<file path="config.mk">
export PLATFORM = sky130hd
export DESIGN_NAME = wildcard_byte_pattern_match
export DESIGN_NICKNAME = d
export VERILOG_FILES = /design/src/rtl/wbpm_pkg.sv /design/src/rtl/wbpm_cfg_regs.sv /design/src/rtl/wbpm_cell.sv /design/src/rtl/wildcard_byte_pattern_match.sv
export SDC_FILE = /design/constraint.sdc
export NUM_CORES = 1
export LEC_CHECK = 0
export ABC_AREA = 1
export BUFFER_PORTS_ARGS = -buffer_cell sky130_fd_sc_hd__buf_2
export CAP_MARGIN = 20
export CORE_UTILIZATION = 56
export CTS_BUF_LIST = sky130_fd_sc_hd__clkbuf_8
export DETAILED_ROUTE_END_ITERATION = 10
export GPL_ROUTABILITY_DRIVEN = 0
export PLACE_DENSITY = 0.74
export SLEW_MARGIN = 15
export SYNTH_ARGS = -nofsm -noshare
export SYNTH_HDL_FRONTEND = slang
export SYNTH_SLANG_ARGS = --single-unit
export TNS_END_PERCENT = 1
</file>
<file path="constraint.sdc">
create_clock -name i_clk -period 9.6 [get_ports i_clk]
set_input_delay 0.96 -clock i_clk [delete_from_list [all_inputs] [get_ports i_clk]]
set_output_delay 0.96 -clock i_clk [all_outputs]
set_load 0.02 [all_outputs]
</file>
<file path="src/rtl/wbpm_pkg.sv">
`default_nettype none

package wbpm_pkg;

    // Defaults for the top level parameters
    localparam int PATTERN_MAX_DEF    = 32;
    localparam int POSITION_BITS_DEF  = 17;

    // Fixed field and register widths
    localparam int PATTERN_BYTES_HELD = 32;
    localparam int WORD_BYTES         = 8;
    localparam int LEN_W              = 6;
    localparam int OFFSET_W           = 16;
    localparam int CARE_W             = 32;
    localparam int CFG_DATA_W         = 64;
    localparam int CFG_INDEX_W        = 3;

    // Configuration register indexes
    localparam logic [CFG_INDEX_W-1:0] REG_PATTERN_LENGTH = 3'd0;
    localparam logic [CFG_INDEX_W-1:0] REG_START_OFFSET   = 3'd1;
    localparam logic [CFG_INDEX_W-1:0] REG_PATTERN_WORD_0 = 3'd2;
    localparam logic [CFG_INDEX_W-1:0] REG_PATTERN_WORD_1 = 3'd3;
    localparam logic [CFG_INDEX_W-1:0] REG_PATTERN_WORD_2 = 3'd4;
    localparam logic [CFG_INDEX_W-1:0] REG_PATTERN_WORD_3 = 3'd5;
    localparam logic [CFG_INDEX_W-1:0] REG_CARE_MASK      = 3'd6;

    // Settings seen by the cell row and the match logic
    typedef struct packed {
        logic [LEN_W-1:0]                       len_eff;
        logic [OFFSET_W-1:0]                    min_start;
        logic [PATTERN_BYTES_HELD-1:0][7:0]     pattern;
        logic [CARE_W-1:0]                      care;
    } t_match_cfg;

    // Per-request control broadcast to every cell
    typedef struct packed {
        logic step;   // a byte is taken this cycle
        logic clear;  // that byte ends the buffer
    } t_cell_ctl;

endpackage

`default_nettype wire

</file>
<file path="src/rtl/wbpm_cfg_regs.sv">
`default_nettype none

module wbpm_cfg_regs
    import wbpm_pkg::*;
#(
    parameter int PATTERN_MAX = PATTERN_MAX_DEF
) (
    input  wire logic                   i_clk,
    input  wire logic                   i_rst_n,
    input  wire logic                   i_cfg_wr_en,
    input  wire logic [CFG_INDEX_W-1:0] i_cfg_index,
    input  wire logic [CFG_DATA_W-1:0]  i_cfg_data,
    output t_match_cfg                  o_cfg
);

    // Usable pattern bytes: limited by the cell count and the stored bytes
    localparam int NCELL = (PATTERN_MAX < PATTERN_BYTES_HELD) ? PATTERN_MAX
                                                              : PATTERN_BYTES_HELD;

    logic [LEN_W-1:0]                   r_length;
    logic [OFFSET_W-1:0]                r_min_start;
    logic [PATTERN_BYTES_HELD-1:0][7:0] r_pattern;
    logic [CARE_W-1:0]                  r_care;

    // Register writes
    always_ff @(posedge i_clk) begin
        if (!i_rst_n) begin
            r_length    <= '0;
            r_min_start <= '0;
            r_pattern   <= '0;
            r_care      <= '0;
        end else if (i_cfg_wr_en) begin
            unique case (i_cfg_index)
                REG_PATTERN_LENGTH: r_length    <= i_cfg_data[LEN_W-1:0];
                REG_START_OFFSET:   r_min_start <= i_cfg_data[OFFSET_W-1:0];
                REG_PATTERN_WORD_0: r_pattern[0*WORD_BYTES +: WORD_BYTES] <= i_cfg_data;
                REG_PATTERN_WORD_1: r_pattern[1*WORD_BYTES +: WORD_BYTES] <= i_cfg_data;
                REG_PATTERN_WORD_2: r_pattern[2*WORD_BYTES +: WORD_BYTES] <= i_cfg_data;
                REG_PATTERN_WORD_3: r_pattern[3*WORD_BYTES +: WORD_BYTES] <= i_cfg_data;
                REG_CARE_MASK:      r_care      <= i_cfg_data[CARE_W-1:0];
                default: begin
                    // unmapped index: write dropped
                end
            endcase
        end
    end

    // Clamp an overlong length to the cell count
    always_comb begin
        o_cfg.len_eff   = (r_length > LEN_W'(NCELL)) ? LEN_W'(NCELL) : r_length;
        o_cfg.min_start = r_min_start;
        o_cfg.pattern   = r_pattern;
        o_cfg.care      = r_care;
    end

endmodule

`default_nettype wire

</file>
<file path="src/rtl/wbpm_cell.sv">
`default_nettype none

module wbpm_cell
    import wbpm_pkg::*;
(
    input  wire logic       i_clk,
    input  wire logic       i_rst_n,
    input  t_cell_ctl       i_ctl,
    input  wire logic [7:0] i_byte,
    input  wire logic [7:0] i_pat_byte,
    input  wire logic       i_care,
    input  wire logic       i_prev_hit,
    output logic            o_hit_next,
    output logic            o_hit
);

    // r_hit: pattern bytes 0..j match the bytes ending at the previous request
    logic r_hit;
    logic n_hit;
    logic byte_ok;

    // Wildcard or equal byte extends the neighbor's partial match
    assign byte_ok = !i_care || (i_byte == i_pat_byte);
    assign n_hit   = i_prev_hit && byte_ok;

    always_ff @(posedge i_clk) begin
        if (!i_rst_n) begin
            r_hit <= 1'b0;
        end else if (i_ctl.step) begin
            r_hit <= i_ctl.clear ? 1'b0 : n_hit;
        end
    end

    assign o_hit_next = n_hit;
    assign o_hit      = r_hit;

endmodule

`default_nettype wire

</file>
<file path="src/rtl/wildcard_byte_pattern_match.sv">
`default_nettype none

// Channel   Dir  Handshake                      Payload (lowest bit first)
// s_axis    in   s_axis_tvalid / s_axis_tready  tdata[7:0] data_byte, tlast last_byte
// m_axis    out  m_axis_tvalid / m_axis_tready  tdata[0] found, tdata[7:1] zero
// cfg       in   i_cfg_wr_en                    i_cfg_index, i_cfg_data
//
// One byte per cycle while s_axis_tready is high; the match decision for a byte is
// made in the cycle it is taken by the row of cells, one compare per usable pattern byte.
// A buffer's result shows on m_axis the cycle after its last byte when the output is free.
// A two-entry output (register plus skid) lets bytes keep flowing while one
// result waits; s_axis_tready drops only when both entries are full.
// Synchronous active-low reset clears the cells, position, flags and registers.

module wildcard_byte_pattern_match
    import wbpm_pkg::*;
#(
    parameter int PATTERN_MAX   = PATTERN_MAX_DEF,
    parameter int POSITION_BITS = POSITION_BITS_DEF
) (
    input  wire logic                   i_clk,
    input  wire logic                   i_rst_n,
    // byte stream
    input  wire logic                   s_axis_tvalid,
    output logic                        s_axis_tready,
    input  wire logic [7:0]             s_axis_tdata,   // [7:0] data_byte
    input  wire logic                   s_axis_tlast,   // last_byte
    // result stream
    output logic                        m_axis_tvalid,
    input  wire logic                   m_axis_tready,
    output logic [7:0]                  m_axis_tdata,   // [0] found, [7:1] zero
    // configuration writes
    input  wire logic                   i_cfg_wr_en,
    input  wire logic [CFG_INDEX_W-1:0] i_cfg_index,
    input  wire logic [CFG_DATA_W-1:0]  i_cfg_data
);

    localparam int NCELL = (PATTERN_MAX < PATTERN_BYTES_HELD) ? PATTERN_MAX
                                                              : PATTERN_BYTES_HELD;
    localparam int CMP_W = (POSITION_BITS + 1 > OFFSET_W + 1) ? POSITION_BITS + 1
                                                              : OFFSET_W + 1;

    t_match_cfg               cfg;
    t_cell_ctl                ctl;
    logic                     accept;
    logic                     take;
    logic [NCELL-1:0]         w_hit;
    logic [NCELL-1:0]         w_hit_next;
    logic                     len_hit;
    logic [CMP_W-1:0]         count;
    logic [CMP_W-1:0]         need;
    logic                     match;
    logic                     n_seen;
    logic [POSITION_BITS-1:0] r_pos;
    logic                     r_seen;
    logic                     r_out_valid;
    logic                     r_out_found;
    logic                     r_skid_valid;
    logic                     r_skid_found;

    wbpm_cfg_regs #(
        .PATTERN_MAX (PATTERN_MAX)
    ) u_cfg (
        .i_clk       (i_clk),
        .i_rst_n     (i_rst_n),
        .i_cfg_wr_en (i_cfg_wr_en),
        .i_cfg_index (i_cfg_index),
        .i_cfg_data  (i_cfg_data),
        .o_cfg       (cfg)
    );

    assign s_axis_tready = !r_skid_valid;
    assign accept        = s_axis_tvalid && s_axis_tready;
    assign take          = r_out_valid && m_axis_tready;
    assign ctl.step      = accept;
    assign ctl.clear     = s_axis_tlast;

    // Cell row: partial match bits move one cell up with every byte
    for (genvar j = 0; j < NCELL; j++) begin : g_cell
        logic prev_hit;
        if (j == 0) begin : g_head
            assign prev_hit = 1'b1;
        end else begin : g_link
            assign prev_hit = w_hit[j-1];
        end
        wbpm_cell u_cell (
            .i_clk      (i_clk),
            .i_rst_n    (i_rst_n),
            .i_ctl      (ctl),
            .i_byte     (s_axis_tdata),
            .i_pat_byte (cfg.pattern[j]),
            .i_care     (cfg.care[j]),
            .i_prev_hit (prev_hit),
            .o_hit_next (w_hit_next[j]),
            .o_hit      (w_hit[j])
        );
    end

    // Pick the cell at the pattern length; zero length picks none
    always_comb begin
        len_hit = 1'b0;
        for (int j = 0; j < NCELL; j++) begin
            len_hit = len_hit | ((cfg.len_eff == LEN_W'(j + 1)) && w_hit_next[j]);
        end
    end

    // Start index condition: count - len >= min_start
    assign count  = CMP_W'(r_pos) + CMP_W'(1);
    assign need   = CMP_W'(cfg.len_eff) + CMP_W'(cfg.min_start);
    assign match  = len_hit && (count >= need);
    assign n_seen = r_seen || match;

    // Position counter (saturating) and sticky match flag
    always_ff @(posedge i_clk) begin
        if (!i_rst_n) begin
            r_pos  <= '0;
            r_seen <= 1'b0;
        end else if (accept) begin
            if (s_axis_tlast) begin
                r_pos  <= '0;
                r_seen <= 1'b0;
            end else begin
                if (r_pos != {POSITION_BITS{1'b1}}) begin
                    r_pos <= r_pos + POSITION_BITS'(1);
                end
                r_seen <= n_seen;
            end
        end
    end

    // Output register with skid entry
    always_ff @(posedge i_clk) begin
        if (!i_rst_n) begin
            r_out_valid  <= 1'b0;
            r_skid_valid <= 1'b0;
        end else if (r_skid_valid) begin
            if (take) begin
                r_out_valid  <= 1'b1;
                r_skid_valid <= 1'b0;
            end
        end else if (accept && s_axis_tlast) begin
            if (!r_out_valid || take) begin
                r_out_valid <= 1'b1;
            end else begin
                r_skid_valid <= 1'b1;
            end
        end else if (take) begin
            r_out_valid <= 1'b0;
        end
    end

    always_ff @(posedge i_clk) begin
        if (r_skid_valid) begin
            if (take) begin
                r_out_found <= r_skid_found;
            end
        end else if (accept && s_axis_tlast) begin
            if (!r_out_valid || take) begin
                r_out_found <= n_seen;
            end else begin
                r_skid_found <= n_seen;
            end
        end
    end

    assign m_axis_tvalid = r_out_valid;
    assign m_axis_tdata  = {7'd0, r_out_found};

`ifndef SYNTHESIS
    // Skid entry is only used behind a full output register
    a_skid_behind_out: assert property (@(posedge i_clk) disable iff (!i_rst_n)
        r_skid_valid |-> r_out_valid)
        else $error("skid entry holds a result while output register is empty");

    // Input stalls only while a result is pending downstream
    a_stall_reason: assert property (@(posedge i_clk) disable iff (!i_rst_n)
        !s_axis_tready |-> (m_axis_tvalid && !$past(m_axis_tready)))
        else $error("input stalled with no blocked result");

    // A buffer end restarts the position and match state
    a_buffer_restart: assert property (@(posedge i_clk) disable iff (!i_rst_n)
        (accept && s_axis_tlast) |=> (r_pos == '0 && !r_seen))
        else $error("per-buffer state not cleared after last byte");
`endif

endmodule

`default_nettype wire

</file>
==> flow_summary.ini <==
[run_status]
status = complete, no violations

[clocking]
cts_resized = 0
cts_tree = yes
holdBufCountCts = 0
cts_buffers = 60
clk_latency_ns = 0.64
cts.clk_slew.worst_paths_ns = 0.07
cts_setup_buffers = 0
cts_root_buf = clkbuf_8
cts_buffer_depth = 3
cts.sinks = 363
htreeDepth = 2

[global_route]
grt.met1_usage_pct = 42.9
top_usage_layer = met2
grt_max_degree = 131
met3_usage_pct = 5.03
gr-total-overflow = 0
grt_pass1_wl_mm = 83.2
grt_pass1_vias = 15735
grt_usage_pct = 31.9
met2_usage_pct = 50.7
antenna_found_initial = 0

[setup_path]
critPathKind = flip-flop to flip-flop
end_kind = flip-flop
crit_start = u_cfg.r_length[5]
required_ns = 9.96
worst-r2r-cell-count = 20
rr_endpoint = r_out_found
r2r_setup_slack_ns = 5.67
slowest_delay_ns = 0.46
startpoint_type = flip-flop
worst-path-max-fanout = 14
cp_slowest_cell = dfxtp_1
r2r_start = u_cfg.r_length[5]
cpMostUsedCell = nand2_1
endpoint = r_out_found
critical_path_arrival_ns = 4.29
worstPathCellList = inv_1, nand2_1, inv_1, ha_1, a21oi_1, nor2_1, a21oi_1, nand2_1, nand4_1, xor2_1, ha_1, a21oi_1, o211ai_1, o21bai_1, nor2_1, nand3_1, nand2_1, nand2_1, nand2_1, nand2_1

[final_layout]
drive_above_1_share_pct = 9.34
post-route-util_pct = 63.1
multiInputGateArea_sq_mm = 0.00943
fill_cells = 2826
antenna_cells = 0
area_growth_pct = 9.69
regArea_sq_mm = 0.00729
fin_nets = 2667
post_layout_nonfiller_instances = 3008

[pwr]
leakage_nw = 8.20
p_per_area_mw_per_mm2 = 171
vdd_ir_drop_max_uv = 119

[detailed_routing]
via_per_inst = 5.55
wirelength_mm = 52.4
dr.pass1.iters = 6
drtIter0Drc = 1317
vias = 16705
remaining_drc_errors = 0
antenna_left = 0
wl_per_cell_um = 17.4

[placement]
io_buffers = 83
dp_hpwl_mm = 33.0
placed_cells = 2893

[floorplanning]
boundaryPins = 91
dieHeight_um = 180
core_sq_mm = 0.0310
die_x_um = 180
start_util_pct = 57.6
die_area_sq_mm = 0.0326
core.rowCount = 64

[timing]
slew_headroom_pct = 32.4
drv_slew = 0
max_freq_mhz = 255
report.final.setup_viol = 0
fin_worst_skew_ns = 0.0362
rsz0062_at_grt = no
fin_crit_sh_pct = 40.9
period_needed_ns = 3.93
hold_violations = 0
timing.setup.tns_ns = 0
tightest_slew_ns = 1.01
hold_slack_ns = 0.470

[flow_run]
cap_viol_max_count = 0

[synth]
ys_async_sr_fraction_pct = 0
netlist_area_sq_mm = 0.0178
synth_common_cells = nor2_1 (625), nand2_1 (403), dfxtp_1 (361)
synthTopCellsByArea = dfxtp_1 (41%), nor2_1 (13%), xnor2_1 (9.4%)
synth-edff-count = 2
ys.flop_type = dfxtp_1
yosysSeqAreaShare_pct = 40.9
yosys_warnings = 0
syn-mean-instance-area_sq_um = 7.02
synth.distinct_cells = 42
synth_cells = 2542
yosys_register_bits = 363
yosysTopAreaCell = dfxtp_1
synth_top_cell_area_share_pct = 40.5
synth.most_common_cell = nor2_1

[worst_hold_path]
hold_class = flip-flop to flip-flop
-- layer usage --
| layer | routed length [um] | part of all wire (%) | up-vias |
|---|---|---|---|
| li1 | - | - | 8141 |
| met1 | 22700 | 43 | 7690 |
| met2 | 23100 | 44 | 741 |
| met3 | 4590 | 8.8 | 133 |
| met4 | 1980 | 3.8 | 0 |
| met5 | 0 | 0 | - |
-- worst min path at each step --
stage | from | to | slack (ns) | cells after the start
floorplan | u_cfg.r_min_start[1] | u_cfg.r_min_start[1] | 0.44 | 2
global placement | u_cfg.o_cfg[131] | u_cfg.o_cfg[131] | 0.45 | 2
detailed placement | g_cell[30].u_cell.o_hit | g_cell[30].u_cell.o_hit | 0.46 | 2
CTS | g_cell[30].u_cell.o_hit | g_cell[30].u_cell.o_hit | 0.47 | 2
global route | u_cfg.o_cfg[170] | u_cfg.o_cfg[170] | 0.49 | 2
finish | u_cfg.o_cfg[199] | u_cfg.o_cfg[199] | 0.47 | 2
-- power by group --
group	internal, W	switching (W)	total (W)	leakage [nW]
clock network	0.000772	0.000650	0.00142	0.743
registers	0.00156	0.0000312	0.00159	2.95
logic	0.000116	0.000227	0.000343	4.51
total	0.00244	0.000908	0.00335	8.20
-- registers in the layout, summed over array words and instances, names as in the netlist --
name / cells
u_cfg.o_cfg: 256
u_cfg.r_care: 32
g_cell.u_cell.o_hit: 31
r_pos: 17
u_cfg.r_min_start: 16
u_cfg.r_length: 6
m_axis_tvalid: 1
r_out_found: 1
r_seen: 1
r_skid_found: 1
r_skid_valid: 1
-- stage by stage --
step / power (W) / setup WS (ns) / area [sq um]
floorplan: 0.00184 / 6.38 / 17900
global placement: 0.00195 / 5.74 / 18300
detailed placement: 0.00195 / 5.72 / 18300
CTS: 0.00335 / 5.74 / 19500
global route: 0.00347 / 5.29 / 19600
finish: 0.00335 / 5.67 / 19600
-- worst max-delay path: cells and delay by family, from the launching register on --
| kind | cells | cell delay, ns |
|---|---|---|
| AO/OA/AOI/OAI | 5 | 0.78 |
| XOR/XNOR | 1 | 0.16 |
| adder cells (fa/ha/maj) | 2 | 0.65 |
| buffers and inverters | 2 | 0.41 |
| flip-flops | 1 | 0.46 |
| AND/OR/NAND/NOR | 10 | 1.21 |
-- placed cells by master, fill, tap and decap left out, types with 3 or more instances in the layout --
master / instances
nor2_1: 620
nand2_1: 403
dfxtp_1: 361
o21ai_0: 316
xnor2_1: 191
inv_1: 138
a21oi_1: 118
nand3_1: 96
buf_2: 82
clkbuf_8: 80
nand4_1: 29
ha_1: 25
xor2_1: 19
buf_4: 19
nor3_1: 16
or2_2: 15
inv_2: 10
clkinv_2: 8
or2_1: 7
conb_1: 7
nor3_2: 4
nor2_4: 4
nor2_2: 3
or2_0: 3
o211ai_1: 3
nor4_1: 3
-- cells by family after synthesis --
logic type / share of synthesized area (%)
AO/OA/AOI/OAI: 12.9
AND/OR/NAND/NOR: 27.5
adder cells (fa/ha/maj): 1.75
flip-flops: 40.9
buffers and inverters: 6.61
XOR/XNOR: 10.4
other: 0.0210
-- final cells by class --
type                            instances  area share, %
Multi-Input combinational cell       1905           48.2
Clock buffer                           80           5.63
Clock inverter                         33          0.902
Timing Repair Buffer                  104           3.06
Tap cell                              396           2.53
Sequential cell                       363           37.2
Inverter                              127           2.44
No activity file was read; power rests on OpenSTA's default activity.
